## src/rtl/pcapd_pkg.sv

```systemverilog
`timescale 1ns / 1ps
// ----------------------------------------------------------------------------
// pcapd_pkg
// Shared types, codes and constants of the capture-file deframer: magic
// values, header layout, result kinds, error codes and the beat structs.
// ----------------------------------------------------------------------------
package pcapd_pkg;

   // Largest legal snap length and captured length
   localparam int unsigned MAX_CAPTURE_BYTES = 64 * 1024 * 1024;
   localparam logic [31:0] MAX_CAPTURE_WORD  = 32'(MAX_CAPTURE_BYTES);

   // Link type expected after reset (Ethernet)
   localparam logic [31:0] LINK_TYPE_RESET = 32'd1;

   // Magic values as read in file order, most significant byte first
   localparam logic [31:0] MAGIC_LE_USEC      = 32'hd4c3b2a1;
   localparam logic [31:0] MAGIC_BE_USEC      = 32'ha1b2c3d4;
   localparam logic [31:0] MAGIC_LE_NSEC      = 32'h4d3cb2a1;
   localparam logic [31:0] MAGIC_BE_NSEC      = 32'ha1b23c4d;
   localparam logic [31:0] MAGIC_LE_MODIFIED  = 32'h34cdb2a1;
   localparam logic [31:0] MAGIC_BE_MODIFIED  = 32'ha1b2cd34;

   // Header byte positions of the final byte
   localparam logic [4:0] GLOBAL_LAST_BYTE       = 5'd23;
   localparam logic [4:0] SHORT_RECORD_LAST_BYTE = 5'd15;
   localparam logic [4:0] LONG_RECORD_LAST_BYTE  = 5'd23;

   // Word slots (byte position divided by four)
   localparam logic [2:0] SLOT_MAGIC    = 3'd0;
   localparam logic [2:0] SLOT_VERSION  = 3'd1;
   localparam logic [2:0] SLOT_SNAP     = 3'd4;
   localparam logic [2:0] SLOT_LINK     = 3'd5;
   localparam logic [2:0] SLOT_SECONDS  = 3'd0;
   localparam logic [2:0] SLOT_FRACTION = 3'd1;
   localparam logic [2:0] SLOT_CAPTURED = 3'd2;
   localparam logic [2:0] SLOT_ORIGINAL = 3'd3;

   typedef enum logic [1:0] {
      PHASE_GLOBAL = 2'd0,
      PHASE_RECORD = 2'd1,
      PHASE_DATA   = 2'd2,
      PHASE_STOP   = 2'd3
   } phase_type;

   typedef enum logic {
      CMD_BYTE = 1'b0,
      CMD_END  = 1'b1
   } cmd_type;

   typedef enum logic [2:0] {
      KIND_GLOBAL = 3'd0,
      KIND_RECORD = 3'd1,
      KIND_DATA   = 3'd2,
      KIND_ERROR  = 3'd3,
      KIND_END    = 3'd4
   } kind_type;

   typedef enum logic [2:0] {
      ERR_NONE         = 3'd0,
      ERR_SHORT_GLOBAL = 3'd1,
      ERR_MAGIC        = 3'd2,
      ERR_LINK         = 3'd3,
      ERR_SNAPLEN      = 3'd4,
      ERR_SHORT_RECORD = 3'd5,
      ERR_CAPLEN       = 3'd6,
      ERR_SHORT_DATA   = 3'd7
   } error_type;

   typedef struct packed {
      cmd_type    cmd;
      logic [7:0] stream_byte;
   } req_payload_type;

   typedef struct packed {
      kind_type    kind;
      error_type   error_code;
      logic        little_endian;
      logic        nanosecond_stamps;
      logic [31:0] format_version;
      logic [26:0] snapshot_length;
      logic [31:0] stamp_seconds;
      logic [31:0] stamp_fraction;
      logic [26:0] captured_length;
      logic [31:0] original_length;
      logic [7:0]  packet_byte;
      logic        last_of_packet;
   } rsp_payload_type;

   // Full byte reversal of a 32-bit word
   function automatic logic [31:0] swap32(input logic [31:0] v);
      return {v[7:0], v[15:8], v[23:16], v[31:24]};
   endfunction

   // Byte swap inside each 16-bit half
   function automatic logic [31:0] swap_halves(input logic [31:0] v);
      return {v[23:16], v[31:24], v[7:0], v[15:8]};
   endfunction

endpackage

```

## src/rtl/pcap_stream_deframer_core.sv

```systemverilog
`timescale 1ns / 1ps
// ----------------------------------------------------------------------------
// pcap_stream_deframer_core
// Streaming capture-file deframer: parses the global header, each record
// header and the packet data of a byte stream, one byte per beat.
//
//   Port group   Dir   Handshake         Carries
//   req_*        in    valid / ready     cmd, stream_byte
//   rsp_*        out   valid / ready     header fields, data byte, error, end
//   csr_*        in    write enable      required link type
//
// Throughput is one byte beat per clock while results are taken; an accepted
// beat is held in the input register, parsed by the per-beat logic and its
// result, if any, is offered from the result register.
// Reset is synchronous and returns the parser to the global header.
// A stalled result holds the result register and the parser; req_ready
// drops once the input register holds a beat, until the result leaves.
// After an error or a clean end no further results are given until reset.
// ----------------------------------------------------------------------------
module pcap_stream_deframer_core
   import pcapd_pkg::*;
(
   input  logic            clock,
   input  logic            reset,
   input  logic            csr_write_enable,
   input  logic [31:0]     csr_write_data,
   input  logic            req_valid,
   output logic            req_ready,
   input  req_payload_type req_payload,
   output logic            rsp_valid,
   input  logic            rsp_ready,
   output rsp_payload_type rsp_payload
);

   logic            item_valid;
   req_payload_type item_payload;
   logic            item_take;
   logic            res_valid;
   logic            res_ready;
   rsp_payload_type res_payload;

   pcapd_in_stage u_in_stage (
      .clock        (clock),
      .reset        (reset),
      .req_valid    (req_valid),
      .req_ready    (req_ready),
      .req_payload  (req_payload),
      .item_valid   (item_valid),
      .item_payload (item_payload),
      .item_take    (item_take)
   );

   pcapd_parser u_parser (
      .clock            (clock),
      .reset            (reset),
      .csr_write_enable (csr_write_enable),
      .csr_write_data   (csr_write_data),
      .item_valid       (item_valid),
      .item_payload     (item_payload),
      .item_take        (item_take),
      .res_valid        (res_valid),
      .res_ready        (res_ready),
      .res_payload      (res_payload)
   );

   pcapd_out_stage u_out_stage (
      .clock       (clock),
      .reset       (reset),
      .res_valid   (res_valid),
      .res_ready   (res_ready),
      .res_payload (res_payload),
      .rsp_valid   (rsp_valid),
      .rsp_ready   (rsp_ready),
      .rsp_payload (rsp_payload)
   );

   // Error code is set exactly on error results
   a_error_code_kind: assert property (@(posedge clock) disable iff (reset)
      rsp_valid |-> ((rsp_payload.kind == KIND_ERROR) ==
                     (rsp_payload.error_code != ERR_NONE)))
      else $error("error code does not match result kind");

   // Data fields stay clear outside data beats
   a_data_fields_clear: assert property (@(posedge clock) disable iff (reset)
      (rsp_valid && rsp_payload.kind != KIND_DATA) |->
      (!rsp_payload.last_of_packet && rsp_payload.packet_byte == 8'd0))
      else $error("data fields set on a non-data result");

   // Global header result carries a nonzero snap length
   a_snap_nonzero: assert property (@(posedge clock) disable iff (reset)
      (rsp_valid && rsp_payload.kind == KIND_GLOBAL) |->
      (rsp_payload.snapshot_length != 27'd0))
      else $error("global header result with zero snap length");

   // Nothing follows a delivered error or end
   a_stop_after_final: assert property (@(posedge clock) disable iff (reset)
      (rsp_valid && rsp_ready &&
       (rsp_payload.kind == KIND_ERROR || rsp_payload.kind == KIND_END)) |=>
      !rsp_valid)
      else $error("result after error or end of stream");

endmodule

```

## src/rtl/pcapd_in_stage.sv

```systemverilog
`timescale 1ns / 1ps
// ----------------------------------------------------------------------------
// pcapd_in_stage
// Input register: captures one request beat and holds it until the parser
// takes it; refills in the same cycle so a beat can enter every clock.
// ----------------------------------------------------------------------------
module pcapd_in_stage
   import pcapd_pkg::*;
(
   input  logic            clock,
   input  logic            reset,
   input  logic            req_valid,
   output logic            req_ready,
   input  req_payload_type req_payload,
   output logic            item_valid,
   output req_payload_type item_payload,
   input  logic            item_take
);

   logic            valid_ff;
   logic            valid_in;
   req_payload_type payload_ff;

   // Accept when empty or when the held beat leaves this cycle
   assign req_ready = !valid_ff || item_take;

   always_comb begin
      valid_in = valid_ff;
      if (req_valid && req_ready) begin
         valid_in = 1'b1;
      end else if (item_take) begin
         valid_in = 1'b0;
      end
   end

   always_ff @(posedge clock) begin
      if (reset) begin
         valid_ff <= 1'b0;
      end else begin
         valid_ff <= valid_in;
      end
   end

   // Load payload on accept, hold otherwise
   always_ff @(posedge clock) begin
      if (req_valid && req_ready) begin
         payload_ff <= req_payload;
      end
   end

   assign item_valid   = valid_ff;
   assign item_payload = payload_ff;

endmodule

```

## src/rtl/pcapd_out_stage.sv

```systemverilog
`timescale 1ns / 1ps
// ----------------------------------------------------------------------------
// pcapd_out_stage
// Result register: holds one response beat until the consumer takes it and
// reloads in the cycle the held beat leaves.
// ----------------------------------------------------------------------------
module pcapd_out_stage
   import pcapd_pkg::*;
(
   input  logic            clock,
   input  logic            reset,
   input  logic            res_valid,
   output logic            res_ready,
   input  rsp_payload_type res_payload,
   output logic            rsp_valid,
   input  logic            rsp_ready,
   output rsp_payload_type rsp_payload
);

   logic            valid_ff;
   logic            valid_in;
   rsp_payload_type payload_ff;

   assign res_ready = !valid_ff || rsp_ready;

   always_comb begin
      valid_in = valid_ff;
      if (res_valid && res_ready) begin
         valid_in = 1'b1;
      end else if (rsp_ready) begin
         valid_in = 1'b0;
      end
   end

   always_ff @(posedge clock) begin
      if (reset) begin
         valid_ff <= 1'b0;
      end else begin
         valid_ff <= valid_in;
      end
   end

   always_ff @(posedge clock) begin
      if (res_valid && res_ready) begin
         payload_ff <= res_payload;
      end
   end

   assign rsp_valid   = valid_ff;
   assign rsp_payload = payload_ff;

endmodule

```

## src/rtl/pcapd_parser.sv

```systemverilog
`timescale 1ns / 1ps
// ----------------------------------------------------------------------------
// pcapd_parser
// Parse state and per-byte logic: gathers global and record header words,
// checks them, counts data bytes and forms at most one result per beat.
// ----------------------------------------------------------------------------
module pcapd_parser
   import pcapd_pkg::*;
(
   input  logic            clock,
   input  logic            reset,
   input  logic            csr_write_enable,
   input  logic [31:0]     csr_write_data,
   input  logic            item_valid,
   input  req_payload_type item_payload,
   output logic            item_take,
   output logic            res_valid,
   input  logic            res_ready,
   output rsp_payload_type res_payload
);

   // Control state
   phase_type   phase_ff, phase_in;
   logic [4:0]  count_ff, count_in;
   logic        le_ff, le_in;
   logic        ns_ff, ns_in;
   logic        long_ff, long_in;
   logic        magic_known_ff, magic_known_in;
   logic [31:0] link_required_ff;

   // Header words and byte accumulator
   logic [23:0] shift_ff;
   logic [31:0] version_ff;
   logic [31:0] snap_ff;
   logic [31:0] seconds_ff;
   logic [31:0] fraction_ff;
   logic [31:0] captured_ff;
   logic [31:0] original_ff;
   logic [26:0] remaining_ff;

   // Per-beat decode
   logic        step;
   logic        is_end;
   logic [31:0] acc;
   logic [31:0] acc_word;
   logic        word_end;
   logic [2:0]  slot;
   logic [4:0]  record_last;
   logic        global_done;
   logic        record_done;
   logic        magic_hit, magic_le, magic_ns, magic_long;
   logic        global_ok;
   error_type   global_err;
   logic        snap_ok;
   logic        cap_ok;
   logic [31:0] original_cur;
   logic        data_last;

   assign step        = item_valid && res_ready;
   assign item_take   = step;
   assign is_end      = (item_payload.cmd == CMD_END);
   assign acc         = {shift_ff, item_payload.stream_byte};
   assign acc_word    = le_ff ? swap32(acc) : acc;
   assign word_end    = (count_ff[1:0] == 2'b11);
   assign slot        = count_ff[4:2];
   assign record_last = long_ff ? LONG_RECORD_LAST_BYTE : SHORT_RECORD_LAST_BYTE;
   assign global_done = (count_ff == GLOBAL_LAST_BYTE);
   assign record_done = (count_ff == record_last);
   assign data_last   = (remaining_ff == 27'd1);

   // Recognize the magic word
   always_comb begin
      magic_hit  = 1'b1;
      magic_le   = 1'b0;
      magic_ns   = 1'b0;
      magic_long = 1'b0;
      case (acc)
         MAGIC_LE_USEC:     magic_le = 1'b1;
         MAGIC_BE_USEC:     magic_le = 1'b0;
         MAGIC_LE_NSEC: begin
            magic_le = 1'b1;
            magic_ns = 1'b1;
         end
         MAGIC_BE_NSEC:     magic_ns = 1'b1;
         MAGIC_LE_MODIFIED: begin
            magic_le   = 1'b1;
            magic_long = 1'b1;
         end
         MAGIC_BE_MODIFIED: magic_long = 1'b1;
         default:           magic_hit = 1'b0;
      endcase
   end

   // Header checks; the link word arrives with the final global byte
   assign snap_ok = (snap_ff != 32'd0) && (snap_ff <= MAX_CAPTURE_WORD);
   assign cap_ok  = (captured_ff <= snap_ff) && (captured_ff <= MAX_CAPTURE_WORD);

   always_comb begin
      global_err = ERR_NONE;
      if (!magic_known_ff) begin
         global_err = ERR_MAGIC;
      end else if (acc_word != link_required_ff) begin
         global_err = ERR_LINK;
      end else if (!snap_ok) begin
         global_err = ERR_SNAPLEN;
      end
   end
   assign global_ok = (global_err == ERR_NONE);

   // Original length may complete on the final byte of a short header
   assign original_cur = (word_end && slot == SLOT_ORIGINAL) ? acc_word : original_ff;

   // Next phase
   always_comb begin
      phase_in = phase_ff;
      if (step) begin
         case (phase_ff)
            PHASE_GLOBAL: begin
               if (is_end) begin
                  phase_in = PHASE_STOP;
               end else if (global_done) begin
                  phase_in = global_ok ? PHASE_RECORD : PHASE_STOP;
               end
            end
            PHASE_RECORD: begin
               if (is_end) begin
                  phase_in = PHASE_STOP;
               end else if (record_done) begin
                  if (!cap_ok) begin
                     phase_in = PHASE_STOP;
                  end else if (captured_ff != 32'd0) begin
                     phase_in = PHASE_DATA;
                  end
               end
            end
            PHASE_DATA: begin
               if (is_end) begin
                  phase_in = PHASE_STOP;
               end else if (data_last) begin
                  phase_in = PHASE_RECORD;
               end
            end
            default: phase_in = phase_ff;
         endcase
      end
   end

   // Result beat
   always_comb begin
      res_valid                     = 1'b0;
      res_payload                   = '0;
      res_payload.little_endian     = le_ff;
      res_payload.nanosecond_stamps = ns_ff;
      case (phase_ff)
         PHASE_GLOBAL: begin
            if (is_end) begin
               res_valid              = step;
               res_payload.kind       = KIND_ERROR;
               res_payload.error_code = ERR_SHORT_GLOBAL;
            end else if (global_done) begin
               res_valid = step;
               if (global_ok) begin
                  res_payload.kind            = KIND_GLOBAL;
                  res_payload.format_version  = version_ff;
                  res_payload.snapshot_length = snap_ff[26:0];
               end else begin
                  res_payload.kind       = KIND_ERROR;
                  res_payload.error_code = global_err;
               end
            end
         end
         PHASE_RECORD: begin
            if (is_end) begin
               res_valid = step;
               if (count_ff == 5'd0) begin
                  res_payload.kind = KIND_END;
               end else begin
                  res_payload.kind       = KIND_ERROR;
                  res_payload.error_code = ERR_SHORT_RECORD;
               end
            end else if (record_done) begin
               res_valid = step;
               if (cap_ok) begin
                  res_payload.kind            = KIND_RECORD;
                  res_payload.stamp_seconds   = seconds_ff;
                  res_payload.stamp_fraction  = fraction_ff;
                  res_payload.captured_length = captured_ff[26:0];
                  res_payload.original_length = original_cur;
               end else begin
                  res_payload.kind       = KIND_ERROR;
                  res_payload.error_code = ERR_CAPLEN;
               end
            end
         end
         PHASE_DATA: begin
            res_valid = step;
            if (is_end) begin
               res_payload.kind       = KIND_ERROR;
               res_payload.error_code = ERR_SHORT_DATA;
            end else begin
               res_payload.kind           = KIND_DATA;
               res_payload.packet_byte    = item_payload.stream_byte;
               res_payload.last_of_packet = data_last;
            end
         end
         default: res_valid = 1'b0;
      endcase
   end

   // Header byte count and format flags
   always_comb begin
      count_in       = count_ff;
      le_in          = le_ff;
      ns_in          = ns_ff;
      long_in        = long_ff;
      magic_known_in = magic_known_ff;
      if (step && !is_end) begin
         if (phase_ff == PHASE_GLOBAL) begin
            count_in = global_done ? 5'd0 : count_ff + 5'd1;
            if (word_end && slot == SLOT_MAGIC) begin
               magic_known_in = magic_hit;
               if (magic_hit) begin
                  le_in   = magic_le;
                  ns_in   = magic_ns;
                  long_in = magic_long;
               end
            end
         end else if (phase_ff == PHASE_RECORD) begin
            count_in = record_done ? 5'd0 : count_ff + 5'd1;
         end
      end
   end

   always_ff @(posedge clock) begin
      if (reset) begin
         phase_ff         <= PHASE_GLOBAL;
         count_ff         <= 5'd0;
         le_ff            <= 1'b0;
         ns_ff            <= 1'b0;
         long_ff          <= 1'b0;
         magic_known_ff   <= 1'b0;
         link_required_ff <= LINK_TYPE_RESET;
      end else begin
         phase_ff       <= phase_in;
         count_ff       <= count_in;
         le_ff          <= le_in;
         ns_ff          <= ns_in;
         long_ff        <= long_in;
         magic_known_ff <= magic_known_in;
         if (csr_write_enable) begin
            link_required_ff <= csr_write_data;
         end
      end
   end

   // Gather header words, load and count down data bytes
   always_ff @(posedge clock) begin
      if (step && !is_end) begin
         case (phase_ff)
            PHASE_GLOBAL: begin
               shift_ff <= acc[23:0];
               if (word_end && slot == SLOT_VERSION) begin
                  version_ff <= le_ff ? swap_halves(acc) : acc;
               end
               if (word_end && slot == SLOT_SNAP) begin
                  snap_ff <= acc_word;
               end
            end
            PHASE_RECORD: begin
               shift_ff <= acc[23:0];
               if (word_end && slot == SLOT_SECONDS) begin
                  seconds_ff <= acc_word;
               end
               if (word_end && slot == SLOT_FRACTION) begin
                  fraction_ff <= acc_word;
               end
               if (word_end && slot == SLOT_CAPTURED) begin
                  captured_ff <= acc_word;
               end
               if (word_end && slot == SLOT_ORIGINAL) begin
                  original_ff <= acc_word;
               end
               if (record_done) begin
                  remaining_ff <= captured_ff[26:0];
               end
            end
            PHASE_DATA: begin
               remaining_ff <= remaining_ff - 27'd1;
            end
            default: begin
               shift_ff <= shift_ff;
            end
         endcase
      end
   end

endmodule

```

## config.mk

```make
export PLATFORM = sky130hd
export DESIGN_NAME = pcap_stream_deframer_core
export DESIGN_NICKNAME = d
export VERILOG_FILES = /design/src/rtl/pcapd_pkg.sv /design/src/rtl/pcap_stream_deframer_core.sv /design/src/rtl/pcapd_in_stage.sv /design/src/rtl/pcapd_out_stage.sv /design/src/rtl/pcapd_parser.sv
export SDC_FILE = /design/constraint.sdc
export NUM_CORES = 1
export LEC_CHECK = 0
export BUFFER_PORTS_ARGS = -buffer_cell sky130_fd_sc_hd__clkbuf_2
export CORE_MARGIN = 10
export CORE_UTILIZATION = 55
export CTS_CLUSTER_SIZE = 14
export DETAILED_ROUTE_END_ITERATION = 16
export PLACE_DENSITY = 0.8
export SLEW_MARGIN = 10
export SYNTH_ARGS = -nofsm -noshare
export SYNTH_HDL_FRONTEND = slang
export SYNTH_SLANG_ARGS = --single-unit
export TNS_END_PERCENT = 1
```

## constraint.sdc

```tcl
create_clock -name clock -period 55.8 [get_ports clock]
set_input_delay 5.58 -clock clock [delete_from_list [all_inputs] [get_ports clock]]
set_output_delay 5.58 -clock clock [all_outputs]
set_load 0.005 [all_outputs]
```

==> results.yml <==
placed_design:
  hpwlAfterDp_um: 36800
  dpl_worst_slack_ns: 44.15
  numPortBuffers: 246
  placed_area_mm2: 0.0224
  place_congestion: 0.934
cts:
  htree_levels: 2
  clk_pin_slew_ns: 0.06
  cts-hold-fix-buffers: 0
  tritoncts: "yes"
  root_buffer: "clkbuf_16"
  post_cts_buffers: 0
  clockBufferDepth: 3
  ctsResizeCount: 0
  clock-sinks: 496
  cts_buffers: 48
  clk_latency_ns: 0.59
synth:
  syn_nets: 1582
  synth_edf_count: 451
  synth.area.top_cells: "edfxtp_1 65%, dfxtp_1 4.4%, and3_1 4.0%"
  synth_top_area_share_pct: 65.4
  syn_area_mm2: 0.0207
  seq_area_frac_synth_pct: 69.8
  synth_ff_type: "edfxtp_1"
  ys.warnings.count: 0
  synth-seq-cells: 496
  syn_inst: 1496
  synth_common_cells: "451 x edfxtp_1, 131 x and3_1, 94 x nor2_1"
  ys_types: 57
  synth_top_area_cell: "edfxtp_1"
  syn_area_per_cell_um2: 13.8
  async_flop_share_pct: 0
  synth.most_common_cell: "edfxtp_1"
routing:
  drt-total-wl_um: 52200
  wl_per_cell_um: 22.9
  routed-via-count: 13100
  drc: 0
  drtAntennaViolNets: 0
  vias_per_cell: 5.77
  drt_iter0_drc: 1231
  dr.pass1.iters: 5
setup_path:
  timing.rr.end: "u_out_stage.rsp_payload[190]"
  critPathRequiredTime_ns: 50.22
  path_class: "in2out"
  cp-start-kind: "input pin"
  cp_common_cell: "clkbuf_2"
  cpPeakStageDelay_ns: 0.19
  worstPathMaxFanout: 3
  crit_chain: "clkbuf_2 -> nor2b_1 -> nand2_1 -> clkbuf_2"
  timing.rr.start: "u_parser.le_ff"
  reg2reg_setup_slack_ns: 51.33
  crit_arrival_ns: 6.09
  worst_setup_path_end_kind: "output port"
  reg2reg_depth: 8
  slowest_stage: "nor2b_1"
die:
  initial_core_util_pct: 55.4
  num_rows: 71
  die_area_mm2: 0.0458
  die_h_um: 214
  ios: 247
  core_mm2: 0.0374
  die_w_um: 214
pwr:
  seq_power_share_pct: 53.3
  p_sw_w: 0.000158
  p_int_w: 0.000619
  total_power_w: 0.000777
  ir_worst_vdd_v: 0.0000279
  p_clk_share_pct: 43.1
  p_sw_share_pct: 20.4
  combPwrFrac_pct: 3.5
  total_leakage_power_nw: 9.51
  p_per_area_mw_per_mm2: 32.4
timing:
  rsz0062_at_grt: "no"
  tightest_slew_ns: 1.20
  finalHoldViolCount: 0
  period_share_pct: 20.9
  setup_violations: 0
  timing.final.ws_setup_ns: 44.13
  fmax_mhz: 85.7
  slew_viol_final: 0
  slew_headroom_pct: 20.0
  setup_tns_ns: 0
  finClkSkew_ns: 0.0198
  min_period_ns: 11.67
layout:
  area_growth_pct: 16.0
  nNetsFinal: 1817
  final_area_mm2: 0.0240
  diodes: 0
  drive_above_1_share_pct: 21.8
global_routing:
  overflow: 0
  grt_max_degree: 125
  grt_pass1_vias: 13000
  track_usage_pct: 22.1
  antenna_found_initial: 0
  grt_pass1_wl_um: 78300
job:
  drv_cap: 0
min_path:
  worstHoldStart: "u_parser.ns_ff"
  hold_end: "u_out_stage.rsp_payload[191]"
  holdPathStages: 0
  hp-class: "reg2reg"
run_status:
  status: "finished, final reports clean"
[state kept, by name, indices dropped and copies added, names as in the netlist]
register	cells
u_parser.seconds_ff	32
u_parser.shift_ff	24
u_parser.magic_known_ff	1
u_parser.long_ff	1
u_parser.remaining_ff	27
u_parser.phase_ff	2
u_out_stage.rsp_valid	1
u_parser.version_ff	32
u_parser.ns_ff	1
u_parser.captured_ff	32
u_out_stage.rsp_payload	199
u_in_stage.item_valid	1
u_parser.snap_ff	32
u_parser.le_ff	1
u_parser.fraction_ff	32
u_parser.count_ff	5
u_in_stage.item_payload	9
u_parser.link_required_ff	32
u_parser.original_ff	32
[per-layer routing]
layer / vias up / GRT usage [%] / wire length [µm]
met5: - / 0 / 0
met4: 0 / 9.02 / 2010
met3: 125 / 5.20 / 4380
met2: 608 / 36.2 / 25300
met1: 6362 / 27.8 / 20500
li1: 6038 / - / -
[how the worst max path moves through the flow]
stage,startpoint,end,slack (ns),depth (start not counted)
floorplan,rsp_ready,u_out_stage.rsp_payload[0],33.93,3
detailed placement,rsp_ready,req_ready,44.15,4
global placement,rsp_ready,req_ready,44.15,4
CTS,rsp_ready,req_ready,44.14,4
finish,rsp_ready,req_ready,44.13,4
global route,rsp_ready,req_ready,44.05,4
[worst max-delay path, delay by kind of cell]
| family | cells | cell delay, ns |
|---|---|---|
| and+or+nand+nor | 2 | 0.29 |
| buffers and inverters | 2 | 0.23 |
[layout make-up]
type | instances | area (µm²)
Tap cell | 511 | 639
Clock buffer | 54 | 1230
Sequential cell | 496 | 14400
Fill cell | 2675 | 13400
Multi-Input combinational cell | 838 | 5640
Inverter | 86 | 323
Timing Repair Buffer | 261 | 1340
Clock inverter | 30 | 388
[per-stage QoR]
stage	cells	utilization [%]	hold slack, ns
after global placement	2192	59.9	0.416
after detailed placement	2192	59.9	0.419
final	2276	64.2	0.431
after CTS	2276	64.2	0.434
after global routing	2276	64.2	0.459
after floorplan	1496	-	0.401
[cells by family after synthesis]
group / share of synthesized area, %
simple gates: 13.9
flops: 69.8
buf+inv: 3.29
compound gates: 4.14
mux: 4.43
xor+xnor: 2.07
fa+ha+maj: 2.42
[power groups by stage]
stage,registers [W],clock network (W),logic (W)
final,0.000415,0.000335,0.0000276
after global routing,0.000415,0.000353,0.0000300
after CTS,0.000415,0.000340,0.0000276
after detailed placement,0.000422,0,0.0000275
after global placement,0.000422,0,0.0000266
after floorplan,0.000426,0,0.0000156
[cell usage in the layout (no fill, tap or decap), drive strengths merged, types with 6 or more instances in the layout]
cell type  count
xnor2         40
and3         131
edfxtp       451
xor2           9
nand4         17
clkinv        16
buf           15
mux2i         59
dfxtp         45
bufinv         9
nor2          94
or4            9
nand2b        10
a21oi         47
nor3b          7
o21ai         49
nor3          18
inv           87
or3            6
nor4          59
nor4bb         8
nand3         18
a31oi          9
nor2b         15
mux2          29
nand2         76
ha            40
and2          37
clkbuf       300
Power figures use the tool's default switching activity.
